### config.mk
export PLATFORM = sky130hd
export DESIGN_NAME = decimal_dot_matrix_renderer
export DESIGN_NICKNAME = d
export VERILOG_FILES = /design/src/rtl/ddmr_pkg.sv /design/src/rtl/decimal_dot_matrix_renderer.sv
export VERILOG_INCLUDE_DIRS = /design/src /design/src/rtl
export SDC_FILE = /design/constraint.sdc
export NUM_CORES = 1
export LEC_CHECK = 0
export BUFFER_PORTS_ARGS = -buffer_cell sky130_fd_sc_hd__buf_2
export CORE_MARGIN = 5
export CORE_UTILIZATION = 65
export DETAILED_ROUTE_END_ITERATION = 10
export PLACE_DENSITY = 0.86
export SLEW_MARGIN = 10
export SYNTH_ARGS = -nofsm -noshare
export SYNTH_HDL_FRONTEND = slang
export SYNTH_SLANG_ARGS = --single-unit
### constraint.sdc
create_clock -name clk -period 11.2 [get_ports clk]
set_input_delay 2.24 -clock clk [delete_from_list [all_inputs] [get_ports clk]]
set_output_delay 2.24 -clock clk [all_outputs]
set_load 0.03 [all_outputs]
### src/rtl/decimal_dot_matrix_renderer_defines.svh
// assertion macros for the decimal dot-matrix renderer
`ifndef DECIMAL_DOT_MATRIX_RENDERER_DEFINES_SVH
`define DECIMAL_DOT_MATRIX_RENDERER_DEFINES_SVH

`ifndef SYNTHESIS
// checked on clk, quiet while rst is high
`define DDMR_ASSERT(lbl, prop) \
  lbl: assert property (@(posedge clk) disable iff (rst) prop) \
    else $error("ddmr assertion failed");
// checked on clk, also during reset
`define DDMR_ASSERT_ALWAYS(lbl, prop) \
  lbl: assert property (@(posedge clk) prop) \
    else $error("ddmr assertion failed");
`else
`define DDMR_ASSERT(lbl, prop)
`define DDMR_ASSERT_ALWAYS(lbl, prop)
`endif

`endif

### src/rtl/ddmr_pkg.sv
// types, constants, glyph table and digit helpers for the dot-matrix renderer
package ddmr_pkg;

  localparam int MAX_DIGITS = 4;
  localparam int GLYPH_ROWS = 7;
  localparam int GLYPH_COLS = 5;
  localparam int VALUE_W    = 14;
  localparam int ROW_W      = 3;
  localparam int COUNT_W    = 3;
  localparam int DIGIT_W    = 4;
  localparam int REM_W      = 10;
  localparam int REM2_W     = 7;
  localparam int VALUE_CAP  = 9999;

  function automatic int pow10(input int n);
    int r;
    r = 1;
    for (int i = 0; i < n; i++) begin
      if (r <= VALUE_CAP) begin
        r = r * 10;
      end
    end
    return r;
  endfunction

  localparam int VALUE_LIMIT =
    (pow10(MAX_DIGITS) - 1 > VALUE_CAP) ? VALUE_CAP : pow10(MAX_DIGITS) - 1;

  typedef logic [VALUE_W-1:0]    value_t;
  typedef logic [ROW_W-1:0]      row_t;
  typedef logic [COUNT_W-1:0]    count_t;
  typedef logic [DIGIT_W-1:0]    digit_t;
  typedef logic [GLYPH_COLS-1:0] pix_t;
  typedef logic [REM_W-1:0]      rem_t;
  typedef logic [REM2_W-1:0]     rem2_t;

  localparam row_t LAST_ROW = row_t'(GLYPH_ROWS - 1);

  // bit4 is the leftmost column
  localparam pix_t GLYPH_TBL [10][GLYPH_ROWS] = '{
    '{5'd31, 5'd17, 5'd17, 5'd17, 5'd17, 5'd17, 5'd31},
    '{5'd1,  5'd1,  5'd1,  5'd1,  5'd1,  5'd1,  5'd1 },
    '{5'd31, 5'd1,  5'd1,  5'd31, 5'd16, 5'd16, 5'd31},
    '{5'd31, 5'd1,  5'd1,  5'd31, 5'd1,  5'd1,  5'd31},
    '{5'd17, 5'd17, 5'd17, 5'd31, 5'd1,  5'd1,  5'd1 },
    '{5'd31, 5'd16, 5'd16, 5'd31, 5'd1,  5'd1,  5'd31},
    '{5'd31, 5'd16, 5'd16, 5'd31, 5'd17, 5'd17, 5'd31},
    '{5'd31, 5'd1,  5'd1,  5'd1,  5'd1,  5'd1,  5'd1 },
    '{5'd31, 5'd17, 5'd17, 5'd31, 5'd17, 5'd17, 5'd31},
    '{5'd31, 5'd17, 5'd17, 5'd31, 5'd1,  5'd1,  5'd31}
  };

  function automatic pix_t glyph_row(input digit_t d, input row_t r);
    pix_t p;
    p = '0;
    if (d <= digit_t'(9) && r <= LAST_ROW) begin
      p = GLYPH_TBL[d][r];
    end
    return p;
  endfunction

  // compare ladders: each compare is independent, the last hit wins
  function automatic digit_t thousands_of(input value_t v);
    digit_t d;
    d = '0;
    for (int k = 1; k <= 9; k++) begin
      if (v >= value_t'(k * 1000)) begin
        d = digit_t'(k);
      end
    end
    return d;
  endfunction

  function automatic digit_t hundreds_of(input rem_t v);
    digit_t d;
    d = '0;
    for (int k = 1; k <= 9; k++) begin
      if (v >= rem_t'(k * 100)) begin
        d = digit_t'(k);
      end
    end
    return d;
  endfunction

  function automatic digit_t tens_of(input rem2_t v);
    digit_t d;
    d = '0;
    for (int k = 1; k <= 9; k++) begin
      if (v >= rem2_t'(k * 10)) begin
        d = digit_t'(k);
      end
    end
    return d;
  endfunction

endpackage

### src/rtl/decimal_dot_matrix_renderer.sv
// decimal dot-matrix renderer: value in, seven glyph row transfers out
//
//  channel | group              | payload
//  --------+--------------------+------------------------------------------------
//  input   | s_tvalid/s_tready  | s_tdata: value[13:0]
//  output  | m_tvalid/m_tready  | m_tdata: row_index, digit_count, pixels_pos0..3
//          |                    | m_tlast: last_row
//
// each value gives seven output transfers, one per cycle while m_tready is high,
// so the row emitter sets the pace of a steady stream. a value passes an input
// register and a digit register before the emitter.
// rst clears all valid flags; no clearing pass is needed.
// the next value is loaded in the same cycle as the last row transfer of the
// previous one; a stalled m_tready holds everything upstream once full.
`include "decimal_dot_matrix_renderer_defines.svh"

module decimal_dot_matrix_renderer (
  input  logic        clk,
  input  logic        rst,
  input  logic        s_tvalid,
  output logic        s_tready,
  input  logic [15:0] s_tdata,   // value[13:0]
  output logic        m_tvalid,
  input  logic        m_tready,
  output logic [31:0] m_tdata,   // row_index[2:0], digit_count[5:3], pixels_pos0[10:6],
                                 // pixels_pos1[15:11], pixels_pos2[20:16],
                                 // pixels_pos3[25:21]
  output logic        m_tlast    // last_row
);

  // input register
  logic                    a_valid;
  ddmr_pkg::value_t        a_value;
  // digit register
  logic                    b_valid;
  ddmr_pkg::digit_t        b_th;
  ddmr_pkg::rem_t          b_rem;
  // row emitter
  logic                    busy;
  ddmr_pkg::row_t          row;
  ddmr_pkg::count_t        count;
  ddmr_pkg::digit_t        pos_dig [4];
  logic [3:0]              pos_on;

  logic                    load;
  logic                    b_ready;
  logic                    a_adv;
  logic                    m_xfer;
  ddmr_pkg::value_t        s_value;
  ddmr_pkg::value_t        clamped;
  ddmr_pkg::digit_t        th_next;
  ddmr_pkg::value_t        rem_wide;
  ddmr_pkg::digit_t        hu;
  ddmr_pkg::rem_t          rem2_wide;
  ddmr_pkg::rem2_t         rem2;
  ddmr_pkg::digit_t        te;
  ddmr_pkg::rem2_t         one_wide;
  ddmr_pkg::digit_t        dig_lsd [4];
  ddmr_pkg::count_t        count_next;
  ddmr_pkg::count_t        sel;
  ddmr_pkg::digit_t        pos_dig_next [4];
  logic [3:0]              pos_on_next;
  ddmr_pkg::pix_t          pix [4];

  assign m_xfer   = m_tvalid && m_tready;
  assign load     = b_valid && (!busy || (m_tready && row == ddmr_pkg::LAST_ROW));
  assign b_ready  = !b_valid || load;
  assign a_adv    = a_valid && b_ready;
  assign s_tready = !a_valid || b_ready;

  assign s_value  = s_tdata[ddmr_pkg::VALUE_W-1:0];
  assign clamped  = (s_value > ddmr_pkg::value_t'(ddmr_pkg::VALUE_LIMIT))
                  ? ddmr_pkg::value_t'(ddmr_pkg::VALUE_LIMIT) : s_value;

  // thousands split from the input register
  always_comb begin
    th_next  = ddmr_pkg::thousands_of(a_value);
    rem_wide = a_value - ddmr_pkg::value_t'(th_next) * ddmr_pkg::value_t'(1000);
  end

  // remaining digits and left-aligned placement
  always_comb begin
    hu        = ddmr_pkg::hundreds_of(b_rem);
    rem2_wide = b_rem - ddmr_pkg::rem_t'(hu) * ddmr_pkg::rem_t'(100);
    rem2      = rem2_wide[ddmr_pkg::REM2_W-1:0];
    te        = ddmr_pkg::tens_of(rem2);
    one_wide  = rem2 - ddmr_pkg::rem2_t'(te) * ddmr_pkg::rem2_t'(10);
    dig_lsd[0] = one_wide[ddmr_pkg::DIGIT_W-1:0];
    dig_lsd[1] = te;
    dig_lsd[2] = hu;
    dig_lsd[3] = b_th;
    if (b_th != '0) begin
      count_next = ddmr_pkg::count_t'(4);
    end else if (hu != '0) begin
      count_next = ddmr_pkg::count_t'(3);
    end else if (te != '0) begin
      count_next = ddmr_pkg::count_t'(2);
    end else begin
      count_next = ddmr_pkg::count_t'(1);
    end
    sel = '0;
    for (int p = 0; p < 4; p++) begin
      sel             = count_next - ddmr_pkg::count_t'(p + 1);
      pos_on_next[p]  = ddmr_pkg::count_t'(p) < count_next;
      pos_dig_next[p] = dig_lsd[sel[1:0]];
    end
  end

  always_ff @(posedge clk) begin
    if (rst) begin
      a_valid <= 1'b0;
      b_valid <= 1'b0;
      busy    <= 1'b0;
      row     <= '0;
    end else begin
      if (s_tready) begin
        a_valid <= s_tvalid;
      end
      if (b_ready) begin
        b_valid <= a_valid;
      end
      if (load) begin
        busy <= 1'b1;
        row  <= '0;
      end else if (m_xfer) begin
        if (row == ddmr_pkg::LAST_ROW) begin
          busy <= 1'b0;
        end else begin
          row <= row + ddmr_pkg::row_t'(1);
        end
      end
    end
  end

  always_ff @(posedge clk) begin
    if (s_tvalid && s_tready) begin
      a_value <= clamped;
    end
    if (a_adv) begin
      b_th  <= th_next;
      b_rem <= rem_wide[ddmr_pkg::REM_W-1:0];
    end
    if (load) begin
      count   <= count_next;
      pos_on  <= pos_on_next;
      pos_dig <= pos_dig_next;
    end
  end

  always_comb begin
    for (int p = 0; p < 4; p++) begin
      pix[p] = pos_on[p] ? ddmr_pkg::glyph_row(pos_dig[p], row) : '0;
    end
  end

  assign m_tvalid = busy;
  assign m_tlast  = (row == ddmr_pkg::LAST_ROW);
  assign m_tdata  = {6'b0, pix[3], pix[2], pix[1], pix[0], count, row};

  `DDMR_ASSERT(a_rem_range, b_valid |-> b_rem < ddmr_pkg::rem_t'(1000))
  `DDMR_ASSERT(a_count_range, m_tvalid |-> (count != '0 && count <= ddmr_pkg::count_t'(4)))
  `DDMR_ASSERT(a_row_step, (m_xfer && !m_tlast) |=> row == $past(row) + ddmr_pkg::row_t'(1))
  `DDMR_ASSERT(a_done_idle, (m_xfer && m_tlast && !b_valid) |=> !m_tvalid)
  `DDMR_ASSERT_ALWAYS(a_reset_idle, $past(rst) |-> (!m_tvalid && !b_valid && !a_valid))

endmodule

Yosys cells after proc, flatten, opt, wreduce, memory -nomap -nowiden
Memory sizes are Yosys's and may differ from the RTL's.
Index checks and enable logic that the tools add are counted.
W data, S select, Z words.
{"block": "classes", "div_mod_pow": 0, "n_reduce_logical": 23, "n_addsub": 8, "n_mux": 73, "multipliers": 3, "order_cmp": 46, "n_bitwise": 10, "n_eq_ne": 1, "shift": 0}
{"operator": "$mux W35", "n": 8}
{"operator": "$mux W4", "n": 32}
{"operator": "$mux W5", "n": 16}
{"operator": "$bmux W5 S3", "n": 4}
{"operator": "$ge A14 B13 Y1 const B", "n": 4}
{"operator": "$ge A10 B10 Y1 const B", "n": 4}
{"operator": "$bmux W4 S2", "n": 4}
{"operator": "$ge A10 B9 Y1 const B", "n": 3}
{"operator": "$ge A14 B12 Y1 const B", "n": 2}
{"operator": "$ge A7 B6 Y1 const B", "n": 3}
{"operator": "$ge A7 B7 Y1 const B", "n": 3}
{"operator": "$ge A5 B5 Y1 const B", "n": 4}
{"operator": "$not A4 Y5", "n": 4}
{"operator": "$le A4 B4 Y1 const B", "n": 4}
{"operator": "$ge A14 B10 Y1 const B", "n": 1}
{"operator": "$ge A14 B11 Y1 const B", "n": 1}
{"operator": "$ge A14 B14 Y1 const B", "n": 1}
{"operator": "$ge A7 B5 Y1 const B", "n": 2}
{"operator": "$gt A14 B14 Y1 const B", "n": 1}
{"operator": "$ge A3 B3 Y1 const B", "n": 4}
{"operator": "$not A2 Y3", "n": 4}
{"operator": "$reduce_bool A4 Y1", "n": 3}
{"operator": "$ge A10 B7 Y1 const B", "n": 1}
{"operator": "$ge A10 B8 Y1 const B", "n": 1}
{"operator": "26 further kinds", "n": 50}
{"block": "word_totals", "mem_bits_rw": 0, "wordCells": 181, "output_inout_bits": 35, "latchBits": 0, "romBits": 2240, "input_bits": 20, "memories": 4, "ff_bits": 57}
{"memory": "(name not given)", "depth": 16, "word_bits": 35, "read_ports": 1, "rd_ports_with_merged_regs": 0, "wr": 0, "line": "ddmr_pkg.sv:57", "source": "p = GLYPH_TBL[d][r];"}
{"memory": "(name not given)", "depth": 16, "word_bits": 35, "read_ports": 1, "rd_ports_with_merged_regs": 0, "wr": 0, "line": "ddmr_pkg.sv:57"}
{"memory": "(name not given)", "depth": 16, "word_bits": 35, "read_ports": 1, "rd_ports_with_merged_regs": 0, "wr": 0, "line": "ddmr_pkg.sv:57"}
{"memory": "(name not given)", "depth": 16, "word_bits": 35, "read_ports": 1, "rd_ports_with_merged_regs": 0, "wr": 0, "line": "ddmr_pkg.sv:57"}

Longest topological paths before layout
Gate-level depths: netlist of the first run.
{"block": "logic_depth", "word_depth": 31, "ltp_mapped": 20, "depth_no_buf": 19}

Least setup slack after synthesis of the first run
OpenSTA, ideal clock, no wires.
{"block": "synth_path", "kind": "register to output", "from": "register row[1]", "to": "output m_tdata[13]", "required_time_ns": 8.960, "n_path_buf": 2, "path_stages_with_launch": 6, "t_arrival_ns": 2.889, "slack_ns": 6.071, "path_cell_list": "dfxtp_1 > clkbuf_1 > nor2b_1 > nor2b_1 > nor4_1 > buf_4"}
{"block": "synth_between", "elab_chain_cells": 6, "word_cells_on_any_way": 8, "cone_classes": "1 x order compare; 5 x mux; 1 x bitwise; 1 x reduce/logical"}
{"item": "from (decl)", "line": "decimal_dot_matrix_renderer.sv:40", "source": "ddmr_pkg::row_t row;"}
{"item": "from (signal assigned)", "line": "decimal_dot_matrix_renderer.sv:129", "source": "row <= row + ddmr_pkg::row_t'(1);"}
{"item": "$not A3 Y4 (not written as such)", "line": "ddmr_pkg.sv:57"}
{"item": "$bmux W5 S3", "line": "ddmr_pkg.sv:57"}
{"item": "$mux W5 (not written as such) (2 in series)", "line": "ddmr_pkg.sv:57"}
{"item": "$mux W5 (*)", "line": "ddmr_pkg.sv:56", "source": "if (d <= digit_t'(9) && r <= LAST_ROW) begin"}
{"item": "$mux W5 (*)", "line": "decimal_dot_matrix_renderer.sv:152", "source": "pix[p] = pos_on[p] ? ddmr_pkg::glyph_row(pos_dig[p], row) : '0;"}
{"item": "to (decl)", "line": "decimal_dot_matrix_renderer.sv:25", "source": "output logic [31:0] m_tdata,"}
Every way passes the cells marked *; elsewhere a longest branch is shown, timed or not. The select of a mux whose other input is x is not followed.

==> run metrics, run 1 <==
outcome finished, final reports clean; CP max FO 11; data arrival time at the worst-slack endpoint 5.41 ns; DRC viols 0; average detailed-routed wire length per instance 15.55 um; setup repair after global routing missed its margin no; smallest hold slack 0.4317 ns; post-cts repair resize count 0; IR Drop Worst-Case VDD 251.7 uV; number of enable-type register cells in the synthesized netlist 50; clock buffer count from CTS 5; post-layout power 1713 uW; flip-flop and latch count after synthesis 56; total global routing overflow 0; accumulated negative setup slack 0 ns; required time of the critical path 11.27 ns; fraction of power consumed by sequential logic 0.202; post-detailed-placement cell area 5192 um2; clock slew at the register clock pins of the worst setup and hold paths 0.11 ns; global-route usage over all layers 0.2227; relative slew slack 0.2611; Sw Pwr 901.4 uW; Skew-Pair Late Insertion Delay 0.32 ns; starting density of the core 0.6576; I/O pin count 55; cell count after synthesis 571; fin crit period 5.346 ns; class of the tightest hold or removal check reg2reg; sequential cell area fraction in the yosys report 0.3225; share of final-layout standard cells stronger than drive strength 1 0.1286; port bufs 46; count of distinct cell types in the synthesized netlist 75; Post-Route Skew 0.01571 ns; mean instance size in the synthesized netlist 8.807 um2; buffer count from post-CTS setup fixing 0; fin. max-slew vios 0; leakage power of the design 0.002194 uW; Antenna Violating Nets Remaining 0; Comb pwr share 0.730; final net count 663; GP Congestion 0.9222; Pwr Density 323.9 nW/um2; setup-violating endpoint count in the final report 0; number of warnings reported in the yosys synthesis log 0; CTS HTree Levels 2; TritonCTS clock tree yes; overall via count from detail_route 4229; internal power 811.7 uW; Max-Cap Viols 0; Layout Cell Area excl Fill 5289 um2; Antenna diodes 0; slew at the pin closest to its max-slew limit 1.103 ns; share of synthesized registers carrying an async set or reset 0; pin count of the biggest net entering global routing 24; Die Wd 97.96 um; sum of net half-perimeters after detailed placement 8192 um; Root Buffer Master sky130_fd_sc_hd__clkbuf_8; flip-flop cell with the highest count after synthesis sky130_fd_sc_hd__edfxtp_1; drt via density 6.102; vias in the first global route 4065; Core Rows 32; height of the die 97.96 um; antenna violations before repair 0; Bufs on Longest Clock Path 2; area growth from synthesis to layout 5.175%; violation count after the first detailed-routing iteration 488; Core Region 7647 um2; full die area 9595 um2; kind of launch point of the worst setup path flop; first-pass GRT wire length 18150 um; Setup Crit Path Kind reg2reg; ratio of final minimum period to clock period 0.4774; first drt pass iteration count 5; Clock Power Share 0.068; post-synthesis cell area 5029 um2; proportion of total power due to net switching 0.5262; kind of end point of the critical path flop; final count of hold timing violations 0; CTS sink cnt 56; hold-fix buffer count after cts 0; routed wire length 10780 um; f_max 187.0 MHz
==> cell families (layout without fill, tap and decap cells) <==
family | Yosys count | after routing | synth area share
other | 2 | 7 | 0.001493
AND/OR/NAND/NOR | 182 | 182 | 0.1836
flip-flops | 56 | 56 | 0.3225
multiplexers | 7 | 7 | 0.01642
adder cells (fa/ha/maj) | 54 | 54 | 0.1443
buffers and inverters | 94 | 109 | 0.08609
XOR/XNOR | 22 | 22 | 0.03981
AO/OA/AOI/OAI | 154 | 154 | 0.2058
==> layer usage <==
layer,vias up,share of wire,global-route usage
met2,189,0.53,0.4063
met4,0,0.026,0.07668
met1,1966,0.39,0.2669
met3,34,0.057,0.03214
li1,2040,-,-
met5,-,0,0
==> worst max-delay path, cell delays in order (launching register included) <==
cell and delay [ns]:
sky130_fd_sc_hd__edfxtp_1 0.56, sky130_fd_sc_hd__or3_1 0.42, sky130_fd_sc_hd__a31oi_2 0.29, sky130_fd_sc_hd__nand2_1 0.08, sky130_fd_sc_hd__a21oi_1 0.37, sky130_fd_sc_hd__inv_1 0.19, sky130_fd_sc_hd__fa_1 0.55, sky130_fd_sc_hd__xnor2_1 0.45
sky130_fd_sc_hd__a21oi_1 0.11, sky130_fd_sc_hd__mux4_2 0.50, sky130_fd_sc_hd__a2bb2oi_4 0.31, sky130_fd_sc_hd__ha_1 0.24, sky130_fd_sc_hd__fa_1 0.16, sky130_fd_sc_hd__inv_1 0.08, sky130_fd_sc_hd__nor4_4 0.46, sky130_fd_sc_hd__o21a_1 0.23
sky130_fd_sc_hd__o32ai_1 0.08
==> registers in the layout, summed over array words and instances, names as in the netlist <==
register	count
a_value	14
pos_on	3
b_valid	1
a_valid	1
row	3
m_tvalid	1
count	3
b_rem	10
b_th	4
pos_dig	16
==> final cells by class <==
type	count	area (um2)
Multi-Input combinational cell	426	2995
Fill cell	579	2359
Sequential cell	56	1622
Timing Repair Buffer	49	252.7
Inverter	52	195.2
Tap cell	102	127.6
Clock buffer	5	68.82
Clock inverter	3	27.53
==> stage by stage <==
step / util / setup WS, ns / std cells
global placement: 0.6790 / 5.931 / 685
finish: 0.6916 / 5.854 / 693
CTS: 0.6916 / 5.915 / 693
detailed placement: 0.6790 / 5.900 / 685
floorplan: - / 6.071 / 576
global route: 0.6916 / 5.483 / 693
==> path summary, 6_finish.rpt <==
path | startpoint | endpoint | slack (ns) | cells past startpoint
hold reg to reg | a_value[0] | b_rem[0] | 0.43 | 0
setup / recovery | b_rem[5] | pos_dig[7] | 5.85 | 16
setup reg to reg | b_rem[5] | pos_dig[7] | 5.85 | 16
hold / removal | a_value[0] | b_rem[0] | 0.43 | 0
==> power by group through the flow <==
stage               Combinational (uW)  Sequential [uW]  Clock (uW)
floorplan                         1020              318           0
CTS                               1220              344         119
global route                      1360              350         128
finish                            1250              346         117
global placement                  1160              345           0
detailed placement                1210              349           0
==> cells in the mapped netlist (all sizes together) (8+ instances only) <==
master  number  share of area
nor2b       13          0.016
nand2       26          0.019
o21ai       32          0.032
nand3       12          0.013
clkbuf      21          0.016
inv         52          0.039
nor4        10          0.018
a21oi       56          0.059
edfxtp      50           0.30
ha          46           0.11
buf         21          0.031
xor2         8          0.014
nor3        16          0.017
xnor2       14          0.026
nor2        67          0.051
nand2b      15          0.019
==> placed cells by master, fill, tap and decap left out, types with 3 or more instances in the layout <==
cell type,count
sky130_fd_sc_hd__mux2i_1,6
sky130_fd_sc_hd__fa_1,7
sky130_fd_sc_hd__a21o_1,7
sky130_fd_sc_hd__nand2b_1,15
sky130_fd_sc_hd__a211oi_1,4
sky130_fd_sc_hd__nor4_1,7
sky130_fd_sc_hd__nor3_1,15
sky130_fd_sc_hd__o21ai_0,29
sky130_fd_sc_hd__edfxtp_1,50
sky130_fd_sc_hd__and2_1,6
sky130_fd_sc_hd__o41ai_1,4
sky130_fd_sc_hd__xor2_1,8
sky130_fd_sc_hd__nor3b_1,4
sky130_fd_sc_hd__a31oi_1,5
sky130_fd_sc_hd__o31a_1,3
sky130_fd_sc_hd__o21a_1,3
sky130_fd_sc_hd__o21ai_1,3
sky130_fd_sc_hd__a21oi_1,54
sky130_fd_sc_hd__buf_4,3
sky130_fd_sc_hd__dfxtp_1,6
sky130_fd_sc_hd__a22oi_1,4
sky130_fd_sc_hd__nor2b_1,12
sky130_fd_sc_hd__ha_1,46
sky130_fd_sc_hd__nor2_1,66
sky130_fd_sc_hd__conb_1,7
sky130_fd_sc_hd__o21bai_1,4
sky130_fd_sc_hd__clkbuf_8,5
sky130_fd_sc_hd__buf_2,46
sky130_fd_sc_hd__nand3_1,11
sky130_fd_sc_hd__o32ai_1,4
sky130_fd_sc_hd__xnor2_1,13
sky130_fd_sc_hd__o31ai_1,6
sky130_fd_sc_hd__inv_1,50
sky130_fd_sc_hd__nand2_1,26
No activity file was read; power rests on OpenSTA's default activity.
==> run 2, diff against run 1 <==
--- a/config.mk
+++ b/config.mk
@@ -8,9 +8,9 @@
 export LEC_CHECK = 0
 export BUFFER_PORTS_ARGS = -buffer_cell sky130_fd_sc_hd__buf_2
 export CORE_MARGIN = 5
-export CORE_UTILIZATION = 65
+export CORE_UTILIZATION = 54
 export DETAILED_ROUTE_END_ITERATION = 10
-export PLACE_DENSITY = 0.86
+export PLACE_DENSITY = 0.76
 export SLEW_MARGIN = 10
 export SYNTH_ARGS = -nofsm -noshare
 export SYNTH_HDL_FRONTEND = slang
==> constraint.sdc (replaced) <==
create_clock -name clk -period 4.5 [get_ports clk]
set_input_delay 0.9 -clock clk [delete_from_list [all_inputs] [get_ports clk]]
set_output_delay 0.9 -clock clk [all_outputs]
set_load 0.03 [all_outputs]
==> run metrics, run 2 (synthesized netlist as in run 1, its figures left out) <==
number of non-filler instances in the completed layout 735; fin crit period 4.425 ns; final net count 696; Max-Cap Viols 0; GP Congestion 0.9312; port bufs 46; total global routing overflow 0; number of instances on the worst hold path 0; Setup Crit Path Kind reg2reg; antenna violations before repair 0; TritonCTS clock tree yes; kind of launch point of the worst setup path flop; setup repair after global routing missed its margin yes; CTS HTree Levels 2; final worst slack 0.07494 ns; commonest non-fill, non-tap cell in the layout sky130_fd_sc_hd__nor2_1; number of cells after detailed placement 715; first drt pass iteration count 5; Root Buffer Master sky130_fd_sc_hd__clkbuf_8; path depth of the worst reg2reg path 20; f_max 226.0 MHz; height of the die 106.5 um; Place WS -0.001553 ns; setup-violating endpoint count in the final report 0; Die Wd 106.5 um; largest registers pos_dig x16, a_value x14, b_rem x10; drt via density 5.807; Largest register FFs 16; data arrival time at the worst-slack endpoint 4.46 ns; final count of hold timing violations 0; largest register by flop count pos_dig; Antenna diodes 0; clock buffer count from CTS 5; Skew-Pair Late Insertion Delay 0.32 ns; full die area 11340 um2; fin. max-slew vios 0; clock slew at the register clock pins of the worst setup and hold paths 0.11 ns; average detailed-routed wire length per instance 15.20 um; number of filler instances in the final layout 768; area growth from synthesis to layout 14.90%; global-route usage over all layers 0.1901; pin count of the biggest net entering global routing 24; vias in the first global route 3986; CP max FO 6; Core Rows 35; ratio of final minimum period to clock period 0.9833; CTS sink cnt 56; class of the tightest hold or removal check reg2reg; post-detailed-placement cell area 5386 um2; Core Region 9153 um2; hold-fix buffer count after cts 0; Bufs on Longest Clock Path 2; slew at the pin closest to its max-slew limit 1.092 ns; sum of net half-perimeters after detailed placement 8321 um; violation count after the first detailed-routing iteration 281; share of final-layout standard cells stronger than drive strength 1 0.2244; I/O pin count 55; commonest non-fill, non-tap cells in the layout sky130_fd_sc_hd__nor2_1 (65), sky130_fd_sc_hd__a21oi_1 (52), sky130_fd_sc_hd__edfxtp_1 (50); required time of the critical path 4.54 ns; kind of end point of the critical path flop; Layout Cell Area excl Fill 5778 um2; Antenna Violating Nets Remaining 0; DRC viols 0; first-pass GRT wire length 17910 um; Post-Route Skew 0.009004 ns; overall via count from detail_route 4268; relative slew slack 0.2659; outcome finished, final reports clean; starting density of the core 0.5494; routed wire length 11170 um
## run 2: worst max-delay path: stages, from the launching register on
cell and delay (ns):
sky130_fd_sc_hd__edfxtp_1 0.45, sky130_fd_sc_hd__buf_6 0.15, sky130_fd_sc_hd__o31a_1 0.24, sky130_fd_sc_hd__o31a_1 0.25, sky130_fd_sc_hd__o32a_1 0.17, sky130_fd_sc_hd__o21ai_2 0.22
sky130_fd_sc_hd__a21oi_2 0.08, sky130_fd_sc_hd__ha_2 0.18, sky130_fd_sc_hd__inv_2 0.06, sky130_fd_sc_hd__fa_2 0.30, sky130_fd_sc_hd__xor2_2 0.19, sky130_fd_sc_hd__nand2_2 0.09
sky130_fd_sc_hd__mux4_2 0.51, sky130_fd_sc_hd__a2bb2oi_4 0.21, sky130_fd_sc_hd__ha_4 0.15, sky130_fd_sc_hd__fa_2 0.18, sky130_fd_sc_hd__inv_2 0.05, sky130_fd_sc_hd__nor4_4 0.27
sky130_fd_sc_hd__buf_6 0.18, sky130_fd_sc_hd__o21a_1 0.14, sky130_fd_sc_hd__o32ai_1 0.08
## run 2: final timing paths
kind	from	endpoint	slack, ns
setup reg to reg	b_rem[3]	pos_dig[7]	0.07
setup / recovery	b_rem[3]	pos_dig[7]	0.07
hold / removal	a_value[2]	b_rem[2]	0.44
hold reg to reg	a_value[2]	b_rem[2]	0.44
## run 2: cell type report
cell class | count | area [um2] | area share
inverters | 52 | 195.2 | 0.03378
well taps | 111 | 138.9 | 0.02404
multi-input cells | 426 | 3201 | 0.5539
flip-flops and latches | 56 | 1622 | 0.2806
repair buffers | 82 | 519.2 | 0.08987
clock inverters | 3 | 33.78 | 0.005847
clock buffers | 5 | 68.82 | 0.01191
## run 2: metal layers
| layer | vias up | track usage | wire (um) |
|---|---|---|---|
| met1 | 2010 | 0.2293 | 4469 |
| met2 | 138 | 0.3570 | 5978 |
| met4 | 0 | 0.04749 | 182 |
| met5 | - | 0 | 0 |
| met3 | 22 | 0.02368 | 543 |
| li1 | 2098 | - | - |
## run 2: repair_timing
item,4_1_cts,5_1_grt
setup endpoints to repair,2,8
pin swaps,0,21
resized for setup,0,41
buffers inserted,0,12
## run 2: per-stage QoR
step / hold slack (ns) / TNS [ns] / utilization
2_1_floorplan: 0.4003 / 0 / -
3_3_place_gp: 0.4126 / 0 / 0.5885
3_5_place_dp: 0.4129 / -0.001553 / 0.5885
4_1_cts: 0.4397 / -0.03307 / 0.5997
5_1_grt: 0.4658 / -0.4970 / 0.6313
6_report: 0.4368 / 0 / 0.6313
Power of run 2 is not shown: default switching activity piles up to over one toggle a cycle in this logic, so the estimate is an artifact.
